**config.mk**
```make
export PLATFORM = sky130hd
export DESIGN_NAME = ambient_light_brightness_tracker
export DESIGN_NICKNAME = d
export VERILOG_FILES = /design/src/rtl/core/alb_pkg.sv /design/src/rtl/core/alb_window.sv /design/src/rtl/core/alb_scale.sv /design/src/rtl/core/alb_level.sv /design/src/rtl/core/ambient_light_brightness_tracker.sv
export SDC_FILE = /design/constraint.sdc
export NUM_CORES = 1
export LEC_CHECK = 0
export BUFFER_PORTS_ARGS = -buffer_cell sky130_fd_sc_hd__buf_2
export CELL_PAD_IN_SITES_DETAIL_PLACEMENT = 0
export CELL_PAD_IN_SITES_GLOBAL_PLACEMENT = 1
export CORE_ASPECT_RATIO = 1.5
export CORE_UTILIZATION = 52
export CTS_CLUSTER_SIZE = 14
export DETAILED_ROUTE_END_ITERATION = 6
export PLACE_DENSITY = 0.89
export SLEW_MARGIN = 40
export SYNTH_ARGS = -nofsm -noshare
export SYNTH_HDL_FRONTEND = slang
export SYNTH_SLANG_ARGS = --single-unit
```
**constraint.sdc**
```tcl
create_clock -name aclk -period 7 [get_ports aclk]
set_input_delay 0.35 -clock aclk [delete_from_list [all_inputs] [get_ports aclk]]
set_output_delay 0.35 -clock aclk [all_outputs]
set_load 0.02 [all_outputs]
```
**src/rtl/core/alb_pkg.sv**
```systemverilog
// Shared types and constants for the ambient light brightness tracker.
// No dependencies; imported by every module under rtl/core.
package alb_pkg;

    localparam int SAMPLE_W   = 10;                    // light sample width
    localparam int SAMPLE_MAX = (1 << SAMPLE_W) - 1;   // 1023
    localparam int LEVEL_W    = 5;                     // signed brightness level
    localparam int CFG_W      = 4;                     // widest register
    localparam int CFG_IDX_W  = 2;

    // Inverse map span: (avg - 1) * (lo - hi) / (1024 - 1)
    localparam int IN_SPAN    = 1023;
    localparam int SPAN_W     = CFG_W + 2;             // lo - hi, signed
    localparam int PROD_W     = 15;                    // |(avg - 1) * (lo - hi)| < 2**15
    localparam int SPAN_SHIFT = PROD_W + 10;
    localparam int SPAN_RECIP = ((1 << SPAN_SHIFT) + IN_SPAN - 1) / IN_SPAN;
    localparam int RECIP_W    = 16;
    localparam int QUOT_W     = 6;                     // signed quotient, |q| <= 16
    localparam int TGT_W      = 7;                     // unclamped target, signed

    typedef enum logic [CFG_IDX_W-1:0] {
        REG_AUTO_ENABLE  = 2'd0,
        REG_MANUAL_LEVEL = 2'd1,
        REG_MIN_LEVEL    = 2'd2,
        REG_MAX_LEVEL    = 2'd3
    } cfg_reg_t;

    typedef struct packed {
        logic             auto_enable;
        logic [CFG_W-1:0] manual_level;
        logic [CFG_W-1:0] min_level;
        logic [CFG_W-1:0] max_level;
    } cfg_t;

    typedef logic signed [LEVEL_W-1:0] level_t;
    typedef logic signed [QUOT_W-1:0]  quot_t;

endpackage

```
**src/rtl/core/alb_window.sv**
```systemverilog
// Input register, sample window memory and running sum.
// Depends on alb_pkg.
module alb_window import alb_pkg::*; #(
    parameter int WINDOW_LEN = 10,
    parameter int SUM_W      = 14
) (
    input  logic             aclk,
    input  logic             aresetn,
    input  cfg_t             cfg,
    input  logic             in_valid,
    output logic             in_ready,
    input  logic [SAMPLE_W-1:0] in_sample,
    output logic             out_valid,
    input  logic             out_ready,
    output logic [SUM_W-1:0] out_sum,
    output logic             out_manual
);

    localparam int IDX_W = (WINDOW_LEN > 1) ? $clog2(WINDOW_LEN) : 1;
    localparam logic [IDX_W-1:0] IDX_LAST = IDX_W'(WINDOW_LEN - 1);

    logic [SAMPLE_W-1:0] win_mem [WINDOW_LEN];

    logic                s1_valid_reg;
    logic [SAMPLE_W-1:0] s1_sample_reg;
    logic                s2_valid_reg;
    logic [SUM_W-1:0]    s2_sum_reg;
    logic                s2_manual_reg;

    logic [IDX_W-1:0]    idx_reg, idx_next, rd_addr;
    logic [SUM_W-1:0]    sum_reg, sum_update, sample_ext;
    logic                filled_reg, wrapped_reg;
    logic [SAMPLE_W-1:0] fill_value_reg, rd_data_reg, old_sample;

    logic s2_ready, s1_fire, upd;

    assign s2_ready = !s2_valid_reg || out_ready;
    assign s1_fire  = s1_valid_reg && s2_ready;
    assign in_ready = !s1_valid_reg || s2_ready;
    assign upd      = s1_fire && cfg.auto_enable;

    assign idx_next = (idx_reg == IDX_LAST) ? '0 : idx_reg + 1'b1;
    // keep the read data one step ahead of the write pointer
    assign rd_addr  = upd ? idx_next : idx_reg;

    // entries not yet overwritten since the first fill still hold the fill value
    always_comb begin
        if (!filled_reg) begin
            old_sample = s1_sample_reg;
        end else if (wrapped_reg) begin
            old_sample = rd_data_reg;
        end else begin
            old_sample = fill_value_reg;
        end
    end

    assign sample_ext = SUM_W'(s1_sample_reg);
    assign sum_update = filled_reg ? (sum_reg - SUM_W'(old_sample) + sample_ext)
                                   : (sample_ext * SUM_W'(WINDOW_LEN));

    always_ff @(posedge aclk) begin
        if (upd) begin
            win_mem[idx_reg] <= s1_sample_reg;
        end
        rd_data_reg <= win_mem[rd_addr];
    end

    always_ff @(posedge aclk) begin
        if (!aresetn) begin
            idx_reg      <= '0;
            sum_reg      <= '0;
            filled_reg   <= 1'b0;
            wrapped_reg  <= 1'b0;
            s1_valid_reg <= 1'b0;
            s2_valid_reg <= 1'b0;
        end else begin
            if (in_ready) begin
                s1_valid_reg <= in_valid;
            end
            if (s2_ready) begin
                s2_valid_reg <= s1_valid_reg;
            end
            if (upd) begin
                idx_reg    <= idx_next;
                sum_reg    <= sum_update;
                filled_reg <= 1'b1;
                if (idx_reg == IDX_LAST) begin
                    wrapped_reg <= 1'b1;
                end
            end
        end
    end

    always_ff @(posedge aclk) begin
        if (in_valid && in_ready) begin
            s1_sample_reg <= in_sample;
        end
        if (upd && !filled_reg) begin
            fill_value_reg <= s1_sample_reg;
        end
        if (s1_fire) begin
            s2_sum_reg    <= sum_update;
            s2_manual_reg <= !cfg.auto_enable;
        end
    end

    assign out_valid  = s2_valid_reg;
    assign out_sum    = s2_sum_reg;
    assign out_manual = s2_manual_reg;

endmodule

```
**src/rtl/core/alb_scale.sv**
```systemverilog
// Average by reciprocal multiply, then inverse linear map with truncating divide.
// Depends on alb_pkg.
module alb_scale import alb_pkg::*; #(
    parameter int WINDOW_LEN = 10,
    parameter int SUM_W      = 14
) (
    input  logic             aclk,
    input  logic             aresetn,
    input  cfg_t             cfg,
    input  logic             in_valid,
    output logic             in_ready,
    input  logic [SUM_W-1:0] in_sum,
    input  logic             in_manual,
    output logic             out_valid,
    input  logic             out_ready,
    output quot_t            out_quot,
    output logic             out_manual
);

    localparam int LOG_N   = (WINDOW_LEN > 1) ? $clog2(WINDOW_LEN) : 1;
    localparam int AVG_K   = SUM_W + LOG_N;
    localparam int ARECIP_W = SUM_W + 1;
    localparam int APROD_W = SUM_W + ARECIP_W;
    localparam logic [ARECIP_W-1:0] AVG_RECIP =
        ARECIP_W'(((1 << AVG_K) + WINDOW_LEN - 1) / WINDOW_LEN);
    localparam int FULL_W  = SAMPLE_W + 1 + SPAN_W;
    localparam int QPROD_W = PROD_W + RECIP_W;
    localparam logic [RECIP_W-1:0] SPAN_RECIP_C = RECIP_W'(SPAN_RECIP);

    logic                     s3_valid_reg, s4_valid_reg, s5_valid_reg;
    logic                     s3_manual_reg, s4_manual_reg, s5_manual_reg;
    logic [SAMPLE_W-1:0]      s3_avg_reg;
    logic signed [PROD_W:0]   s4_prod_reg;
    quot_t                    s5_quot_reg;

    logic r3, r4, r5;
    logic [APROD_W-1:0]       avg_prod;
    logic signed [SAMPLE_W:0] avg_m1;
    logic signed [SPAN_W-1:0] span;
    logic signed [FULL_W-1:0] map_prod;
    logic                     prod_neg;
    logic [PROD_W-1:0]        prod_mag;
    logic [QPROD_W-1:0]       quot_prod;
    quot_t                    quot_mag, quot_next;

    assign r5 = !s5_valid_reg || out_ready;
    assign r4 = !s4_valid_reg || r5;
    assign r3 = !s3_valid_reg || r4;
    assign in_ready = r3;

    // floor(sum / N) exact over the whole sum range
    assign avg_prod = APROD_W'(in_sum) * APROD_W'(AVG_RECIP);

    assign avg_m1   = $signed({1'b0, s3_avg_reg}) - $signed((SAMPLE_W + 1)'(1));
    assign span     = $signed({2'b00, cfg.min_level}) - $signed(SPAN_W'(1))
                    - $signed({2'b00, cfg.max_level});
    assign map_prod = avg_m1 * span;

    // truncate toward zero: divide the magnitude, restore the sign
    assign prod_neg  = s4_prod_reg[PROD_W];
    assign prod_mag  = prod_neg ? PROD_W'(-s4_prod_reg) : PROD_W'(s4_prod_reg);
    assign quot_prod = QPROD_W'(prod_mag) * QPROD_W'(SPAN_RECIP_C);
    assign quot_mag  = $signed({1'b0, quot_prod[SPAN_SHIFT +: QUOT_W-1]});
    assign quot_next = prod_neg ? -quot_mag : quot_mag;

    always_ff @(posedge aclk) begin
        if (!aresetn) begin
            s3_valid_reg <= 1'b0;
            s4_valid_reg <= 1'b0;
            s5_valid_reg <= 1'b0;
        end else begin
            if (r3) begin
                s3_valid_reg <= in_valid;
            end
            if (r4) begin
                s4_valid_reg <= s3_valid_reg;
            end
            if (r5) begin
                s5_valid_reg <= s4_valid_reg;
            end
        end
    end

    always_ff @(posedge aclk) begin
        if (in_valid && r3) begin
            s3_avg_reg    <= avg_prod[AVG_K +: SAMPLE_W];
            s3_manual_reg <= in_manual;
        end
        if (s3_valid_reg && r4) begin
            s4_prod_reg   <= $signed(map_prod[PROD_W:0]);
            s4_manual_reg <= s3_manual_reg;
        end
        if (s4_valid_reg && r5) begin
            s5_quot_reg   <= quot_next;
            s5_manual_reg <= s4_manual_reg;
        end
    end

    assign out_valid  = s5_valid_reg;
    assign out_quot   = s5_quot_reg;
    assign out_manual = s5_manual_reg;

endmodule

```
**src/rtl/core/alb_level.sv**
```systemverilog
// Target clamp, one-step level tracking and the result register.
// Depends on alb_pkg.
module alb_level import alb_pkg::*; (
    input  logic   aclk,
    input  logic   aresetn,
    input  cfg_t   cfg,
    input  logic   in_valid,
    output logic   in_ready,
    input  quot_t  in_quot,
    input  logic   in_manual,
    output logic   out_valid,
    input  logic   out_ready,
    output level_t out_level,
    output logic   out_level_written,
    output level_t out_target_level
);

    logic   out_valid_reg;
    level_t level_out_reg, target_out_reg;
    logic   written_out_reg;
    level_t cur_level_reg, cur_level_next;
    logic   changed;
    logic   fire;

    logic signed [TGT_W-1:0] hi, lo, t_raw, t_clamp;
    level_t target;

    assign in_ready = !out_valid_reg || out_ready;
    assign fire     = in_valid && in_ready;

    assign hi    = $signed({3'b000, cfg.max_level});
    assign lo    = $signed({3'b000, cfg.min_level}) - $signed(TGT_W'(1));
    assign t_raw = TGT_W'(in_quot) + hi;

    // lower bound wins when the bounds cross
    always_comb begin
        if (t_raw < lo) begin
            t_clamp = lo;
        end else if (t_raw > hi) begin
            t_clamp = hi;
        end else begin
            t_clamp = t_raw;
        end
    end

    assign target = $signed(t_clamp[LEVEL_W-1:0]);

    always_comb begin
        cur_level_next = cur_level_reg;
        changed        = 1'b0;
        if (target > cur_level_reg) begin
            cur_level_next = cur_level_reg + LEVEL_W'(1);
            changed        = 1'b1;
        end else if (target < cur_level_reg) begin
            cur_level_next = cur_level_reg - LEVEL_W'(1);
            changed        = 1'b1;
        end
    end

    always_ff @(posedge aclk) begin
        if (!aresetn) begin
            out_valid_reg <= 1'b0;
            cur_level_reg <= '0;
        end else begin
            if (in_ready) begin
                out_valid_reg <= in_valid;
            end
            if (fire && !in_manual) begin
                cur_level_reg <= cur_level_next;
            end
        end
    end

    always_ff @(posedge aclk) begin
        if (fire) begin
            if (in_manual) begin
                level_out_reg   <= $signed({1'b0, cfg.manual_level});
                written_out_reg <= 1'b1;
                target_out_reg  <= '0;
            end else begin
                level_out_reg   <= cur_level_next;
                written_out_reg <= changed;
                target_out_reg  <= target;
            end
        end
    end

    assign out_valid         = out_valid_reg;
    assign out_level         = level_out_reg;
    assign out_level_written = written_out_reg;
    assign out_target_level  = target_out_reg;

endmodule

```
**src/rtl/core/ambient_light_brightness_tracker.sv**
```systemverilog
// Ambient light brightness tracker: moving-average light level to display brightness.
// Stages: input register, window sum, average, map product, quotient, result register.
// Throughput: one sample per cycle absent back-pressure; the window memory is read
//   one entry ahead of the write pointer: its single read port never holds the pipe.
// Reset (aresetn, synchronous, active low) clears the pipe, the window fill state,
//   the running sum, the level and the registers to their defaults. No clearing pass.
module ambient_light_brightness_tracker import alb_pkg::*; #(
    parameter int WINDOW_LEN = 10
) (
    input  logic                  aclk,
    input  logic                  aresetn,
    // configuration writes
    input  logic                  cfg_wr_en,
    input  logic [CFG_IDX_W-1:0]  cfg_index,
    input  logic [CFG_W-1:0]      cfg_wdata,
    // sample beats
    input  logic                  s_valid,
    output logic                  s_ready,
    input  logic [SAMPLE_W-1:0]   s_light_sample,
    // result beats
    output logic                  m_valid,
    input  logic                  m_ready,
    output logic signed [LEVEL_W-1:0] m_level,
    output logic                  m_level_written,
    output logic signed [LEVEL_W-1:0] m_target_level
);

    // running sum must hold WINDOW_LEN full-scale samples
    localparam int SUM_W = $clog2(WINDOW_LEN * SAMPLE_MAX + 1);

    cfg_t cfg_reg;

    // window -> scale
    logic             win_valid, win_ready, win_manual;
    logic [SUM_W-1:0] win_sum;
    // scale -> level
    logic             scl_valid, scl_ready, scl_manual;
    quot_t            scl_quot;

    // Register writes. It is up to the user that they are only taken while no beat
    // is in flight, so every stage can read the live register values.
    always_ff @(posedge aclk) begin
        if (!aresetn) begin
            cfg_reg.auto_enable  <= 1'b1;
            cfg_reg.manual_level <= CFG_W'(8);
            cfg_reg.min_level    <= '0;
            cfg_reg.max_level    <= CFG_W'(15);
        end else if (cfg_wr_en) begin
            case (cfg_reg_t'(cfg_index))
                REG_AUTO_ENABLE:  cfg_reg.auto_enable  <= cfg_wdata[0];
                REG_MANUAL_LEVEL: cfg_reg.manual_level <= cfg_wdata;
                REG_MIN_LEVEL:    cfg_reg.min_level    <= cfg_wdata;
                REG_MAX_LEVEL:    cfg_reg.max_level    <= cfg_wdata;
                default: ;
            endcase
        end
    end

    // Input register, then window update and running sum. The first auto beat
    // seeds the whole window; a manual beat leaves the window untouched.
    alb_window #(
        .WINDOW_LEN (WINDOW_LEN),
        .SUM_W      (SUM_W)
    ) u_window (
        .aclk       (aclk),
        .aresetn    (aresetn),
        .cfg        (cfg_reg),
        .in_valid   (s_valid),
        .in_ready   (s_ready),
        .in_sample  (s_light_sample),
        .out_valid  (win_valid),
        .out_ready  (win_ready),
        .out_sum    (win_sum),
        .out_manual (win_manual)
    );

    // Three stages: average, map product, signed divide by the input span.
    alb_scale #(
        .WINDOW_LEN (WINDOW_LEN),
        .SUM_W      (SUM_W)
    ) u_scale (
        .aclk       (aclk),
        .aresetn    (aresetn),
        .cfg        (cfg_reg),
        .in_valid   (win_valid),
        .in_ready   (win_ready),
        .in_sum     (win_sum),
        .in_manual  (win_manual),
        .out_valid  (scl_valid),
        .out_ready  (scl_ready),
        .out_quot   (scl_quot),
        .out_manual (scl_manual)
    );

    // Clamp, single step of the applied level, result register.
    alb_level u_level (
        .aclk              (aclk),
        .aresetn           (aresetn),
        .cfg               (cfg_reg),
        .in_valid          (scl_valid),
        .in_ready          (scl_ready),
        .in_quot           (scl_quot),
        .in_manual         (scl_manual),
        .out_valid         (m_valid),
        .out_ready         (m_ready),
        .out_level         (m_level),
        .out_level_written (m_level_written),
        .out_target_level  (m_target_level)
    );

    // An unchanged auto level has already reached its target.
    a_hold_means_on_target: assert property (@(posedge aclk) disable iff (!aresetn)
        (m_valid && !m_level_written) |-> (m_level == m_target_level))
        else $error("level held while away from target");

    // The applied level never wraps below minus one.
    a_level_floor: assert property (@(posedge aclk) disable iff (!aresetn)
        m_valid |-> ($signed(m_level) >= $signed(LEVEL_W'(-1))))
        else $error("level below minus one");

    // Input stalls only when the whole pipe is full behind a waiting result.
    a_stall_only_when_full: assert property (@(posedge aclk) disable iff (!aresetn)
        !s_ready |-> (m_valid && !m_ready))
        else $error("input stalled with room in the pipe");

endmodule

```
==> Word level (Yosys, flattened, before mapping) <==
Memory sizes are Yosys's and may differ from the RTL's. A register that Yosys moved wholly into a read port is not among the register bits.
Cells that the tools add are included.
{ "word_totals": {"ff_bits": 125, "mem_bits_rw": 100, "inputBits": 21, "output_inout_bits": 13, "wordCells": 101, "mem_count": 1} }
{ "classes": {"n_addsub": 12, "mul": 4, "magnitude_cmp": 4, "eq_ne": 4, "mux": 15, "n_reduce_logical": 31} }
{ "memory_table": {"columns": ["name", "depth", "width", "rd", "rd_ports_with_merged_regs", "write_ports", "line", "source"], "rows": [
  ["u_window.win_mem", 10, 10, 1, 1, 1, "alb_window.sv:22", "logic [SAMPLE_W-1:0] win_mem [WINDOW_LEN];"]
]} }
{ "ops": {"columns": ["op", "count"], "rows": [
  ["multiplier 15 x 16 -> 30 bit, second input constant", 1],
  ["multiplier 14 x 15 -> 28 bit, second input constant", 1],
  ["two-way mux 5 bit", 5],
  ["two-way mux 10 bit", 2],
  ["multiplier 11 x 6 -> 16 bit", 1],
  ["two-way mux 15 bit", 1],
  ["negation 15 bit", 1],
  ["adder 14 x 10 -> 14 bit", 1],
  ["two-way mux 14 bit", 1],
  ["subtractor 14 x 10 -> 14 bit", 1],
  ["multiplier 10 x 3 -> 13 bit, second input constant", 1],
  ["two-way mux 4 bit", 3],
  ["subtractor 10 x 1 -> 11 bit, second input constant", 1],
  ["AND reduction 2 bit", 5],
  ["subtractor 4 x 1 -> 5 bit, second input constant", 2],
  ["logical AND 1 bit", 9],
  ["logical NOT 1 bit", 9],
  ["adder 6 x 5 -> 7 bit", 1],
  ["> comparator 7 x 5 -> 1 bit", 1],
  ["less-than comparator 7 x 5 -> 1 bit", 1],
  ["logical OR 1 bit", 6],
  ["negation 5 -> 6 bit", 1],
  ["subtractor 5 x 5 -> 6 bit", 1],
  ["adder 5 x 2 -> 5 bit, second input constant", 1],
  ["10 further kinds", 13]
]} }

==> Longest topological paths before layout <==
{ "logic_depth": {"word_depth": 10, "ltp_mapped": 27} }

==> By module <==
From an unflattened synthesis, not the netlist that was laid out.
{ "unflattened": {"hier_cells": 1713, "area_unflattened_um2": 18575.3} }
{ "modules_own_cells": {"columns": ["mod", "instances", "cells_each", "area_per_inst_um2", "seq_area_each_um2"], "rows": [
  ["alb_window", 1, 676, 8286.7, 4694.5],
  ["alb_scale", 1, 803, 8135.3, 1111.1],
  ["alb_level", 1, 179, 1612.8, 450.4],
  ["ambient_light_brightness_tracker", 1, 55, 540.5, 260.2]
]} }

==> Worst setup path before layout <==
No wires, ideal clock.
{ "synth_timing": {"path_kind": "reg2reg", "from": "reg cfg_reg[4] (netlist bit)", "to": "reg u_scale.s4_prod_reg[14], data pin", "setup_time_ns": 0.262, "arrival_time_ns": 5.876, "required_time_ns": 6.738, "path_slack_ns": 0.862, "path_stages_with_launch": 28, "n_path_buf": 1, "synth_period_minus_slack_ns": 6.138, "path_cell_list": "dfxtp_1 -> inv_1 -> ha_1 -> inv_1 -> ha_1 -> nor2b_1 -> o21ai_0 -> nand2b_1 -> a21oi_1 -> a21oi_1 -> clkbuf_1 -> nand2b_1 -> fa_1 -> fa_1 -> inv_1 -> fa_1 -> inv_1 -> fa_1 -> inv_1 -> fa_1 -> a21o_1 -> a21oi_1 -> o21bai_1 -> a21oi_1 -> o21bai_1 -> a21oi_1 -> mux2i_1 -> nand3_1"} }
{ "synth_between": {"elab_chain_cells": 3} }
{ "synth_lines": {"columns": ["element", "line", "source"], "rows": [
  ["start, declared", "ambient_light_brightness_tracker.sv:31", "cfg_t cfg_reg;"],
  ["subtractor 4 x 1 -> 5 bit", "alb_scale.sv:55", "assign span = $signed({2'b00, cfg.min_level}) - $signed(SPAN_W'(1))"],
  ["subtractor 5 x 5 -> 6 bit", "alb_scale.sv:56", "- $signed({2'b00, cfg.max_level});"],
  ["multiplier 11 x 6 -> 16 bit", "alb_scale.sv:57", "assign map_prod = avg_m1 * span;"],
  ["via u_scale.map_prod[14]", "alb_scale.sv:40", "logic signed [FULL_W-1:0] map_prod;"],
  ["end signal, assigned", "alb_scale.sv:90", "s4_prod_reg <= $signed(map_prod[PROD_W:0]);"],
  ["end, declared", "alb_scale.sv:33", "logic signed [PROD_W:0] s4_prod_reg;"]
]} }
The timed path passes the listed nets, and every way through them passes these cells.
A chain may end at the register's enable or synchronous reset.

==> Final worst setup path <==
Same ends and word-level chain as after synthesis.

==> reports/metrics.yaml <==
min_path:
  hold_depth: 2
  min_from: "aresetn"
  hold_path.class: "in -> reg"
  worstHoldEndpoint: "cfg_reg[0]"
global_routing:
  antenna_found_initial: 4
  grt_overflow_total: 0
  grt_max_degree: 50
  grt_use_total_pct: 21.69
  grt_pass1_wl_um: 60560
  grt_pass1_vias: 12480
routing:
  firstDrtPassIters: 5
  wl_um: 36840
  vias_per_cell: 5.599
  ant_nets: 0
  drc: 0
  vias: 11770
  drt-initial-drc-count: 444
  wl_per_cell_um: 17.53
floorplanning:
  fp.dieW_um: 153.3
  chipHeight_um: 229.0
  io_pins: 34
  num_rows: 82
  core_mm2: 0.03365
  floorplan.initialDensity_pct: 53.09
  dieArea_mm2: 0.03512
cells_and_area:
  ff_latch_area_mm2: 0.006516
  syn_to_final_growth_pct: 8.929
  largest_reg_flops: 100
  final_common_cell: "ha_1"
  layout_common_cells: "237 x ha_1, 229 x inv_1, 181 x edfxtp_1"
  multi_input_area_mm2: 0.01039
  n_antenna_cell: 0
  drive_above_1_share_pct: 8.977
  layout.nets: 2042
  fillCellCount: 2812
synth:
  yosysSeqAreaShare_pct: 36.47
  avgSynthCellArea_um2: 11.09
  ys_ff_latch: 235
  syn_nets: 1987
  netlist_instances: 1611
  synth_area_leaders: "edfxtp_1 30%, ha_1 17%, fa_1 13%"
  synth-edff-count: 181
  synth_area_mm2: 0.01787
  yosysTopAreaCell: "edfxtp_1"
  postSynth.asyncResetShare_pct: 0
  synth_flop_cell: "edfxtp_1"
  synth-warning-count: 0
  netlist.area_leader.share_pct: 30.42
  synth.distinct_cells: 73
clocking:
  ctsResizeCount: 0
  clock_sinks: 235
  clk_path_buf_depth: 3
  cts_buffers: 24
  clock_latency_ns: 0.53
  cts_tree: "yes"
  path_clk_slew_ns: 0.06
  htreeDepth: 1
  clock-root-buffer: "clkbuf_16"
critical_path:
  crit_type: "reg -> reg"
  cp_top_family: "adder cells"
  rr_worst_depth: 26
  end_kind: "flip-flop"
  crit_buf_inv: 6
  startpoint_type: "flip-flop"
  r2r_end: "u_scale.s4_prod_reg[14]"
  critPathSlowestCell: "fa_1"
  reg2reg_slack_ns: 0.64
  worstPathMaxFanout: 12
  cp.required_ns: 7.26
  cpPeakStageDelay_ns: 0.54
  crit_arrival_ns: 6.62
  rr_startpoint: "cfg_reg[4]"
timing:
  worst_slack_ns: 0.6404
  tns_ns: 0
  setup_viol: 0
  hold_viol: 0
  max_freq_ghz: 0.1572
  slew_viol_final: 0
  fin_crit_sh_pct: 90.85
  fin_crit_ns: 6.360
  relSlewSlack_pct: 47.64
  rsz0062_at_grt: "false"
  worst_pin_slew_ns: 0.7854
  fin_skew_ns: 0.01919
run:
  maxCapViolations: 0
place:
  globalplace.congestion: 0.8485
  place_hpwl_um: 29040
  pre_cts_slack_ns: 0.6180
  port_buffers: 33
outcome:
  status: "completed"
worst reg2reg max path, cell delays in order, from the launching register on:
cell and delay, ns:
dfxtp_1 0.39, inv_1 0.08, ha_1 0.38, inv_1 0.06, ha_1 0.26, nor2b_1 0.12
o21ai_0 0.14, nand2b_1 0.11, xnor2_1 0.13, buf_4 0.18, nand2b_1 0.16, fa_1 0.47
fa_1 0.54, inv_1 0.05, fa_1 0.53, inv_1 0.05, fa_1 0.50, inv_1 0.07
fa_1 0.45, a21o_1 0.18, a21oi_1 0.23, o21bai_1 0.10, a21oi_1 0.24, o21bai_1 0.10
a21oi_1 0.26, mux2i_1 0.22, nand3_1 0.08
worst max path at each step:
stage	start	endpoint	slack [ns]	depth (start not counted)
final	cfg_reg[4]	u_scale.s4_prod_reg[14]	0.64	26
after global routing	cfg_reg[4]	u_scale.s4_prod_reg[14]	0.24	26
after CTS	cfg_reg[4]	u_scale.s4_prod_reg[14]	0.60	26
after detailed placement	cfg_reg[4]	u_scale.s4_prod_reg[14]	0.62	26
after global placement	cfg_reg[4]	u_scale.s4_prod_reg[14]	0.78	26
after floorplan	cfg_reg[4]	u_scale.s4_prod_reg[14]	0.86	27
synthesized netlist by cell type, types with 6 or more instances:
cell type,instances
ha_1,237
inv_1,229
edfxtp_1,181
fa_1,118
nor2_1,102
mux2i_1,82
nand2_1,71
a21oi_1,69
xnor2_1,67
dfxtp_1,54
o21ai_0,43
nor2b_1,36
clkbuf_1,30
nand2b_1,22
nor3_1,22
a211oi_1,21
or2_2,21
nand3_1,18
o21a_1,18
xor2_1,17
a21o_1,16
or3_1,13
a31oi_1,7
and3_1,7
o211ai_1,7
o21bai_1,7
mux4_2,6
kinds of logic after synthesis:
kind of cell,Yosys count,share of synthesized area [%]
AOI/OAI and AO/OA,230,8.397
xor gates and xnor gates,86,4.300
adders and majority gates,355,29.82
buffers and inverters,267,5.624
DFF,235,36.47
muxes,92,5.603
and+or+nand+nor,346,9.784
through the flow:
step / util [%] / cell area, um^2 / hold WS [ns] / cells
after floorplan: - / 17870 / 0.4003 / 1611
after detailed placement: 55.32 / 18620 / 0.4273 / 2050
after CTS: 57.80 / 19450 / 0.08032 / 2102
after global routing: 57.83 / 19460 / 0.1122 / 2102
final: 57.83 / 19460 / 0.1072 / 2102
after global placement: 55.29 / 18610 / 0.4029 / 2050
layer usage:
metal	global-route usage (%)	vias to the layer above	part of all wire [%]
li1	-	5675	-
met1	22.89	5789	37
met2	42.71	208	55
met3	2.857	90	3.6
met4	8.625	8	3.8
met5	0	-	0.13
what timing repair did:
action                    CTS  global route
hold buffers               10             0
setup buffers               0             0
hold endpoints to repair   10             0
layout make-up:
| class | instances | share of cell area, % |
|---|---|---|
| multi-input combinational | 1109 | 53.38 |
| clock buffer | 29 | 3.343 |
| tap | 420 | 2.700 |
| sequential | 235 | 33.48 |
| clock inverter | 13 | 0.4243 |
| inverter | 231 | 4.455 |
| timing repair buffer | 65 | 2.212 |
Power is not shown: default switching activity piles up to over one toggle a cycle in this logic, so the estimate is an artifact.
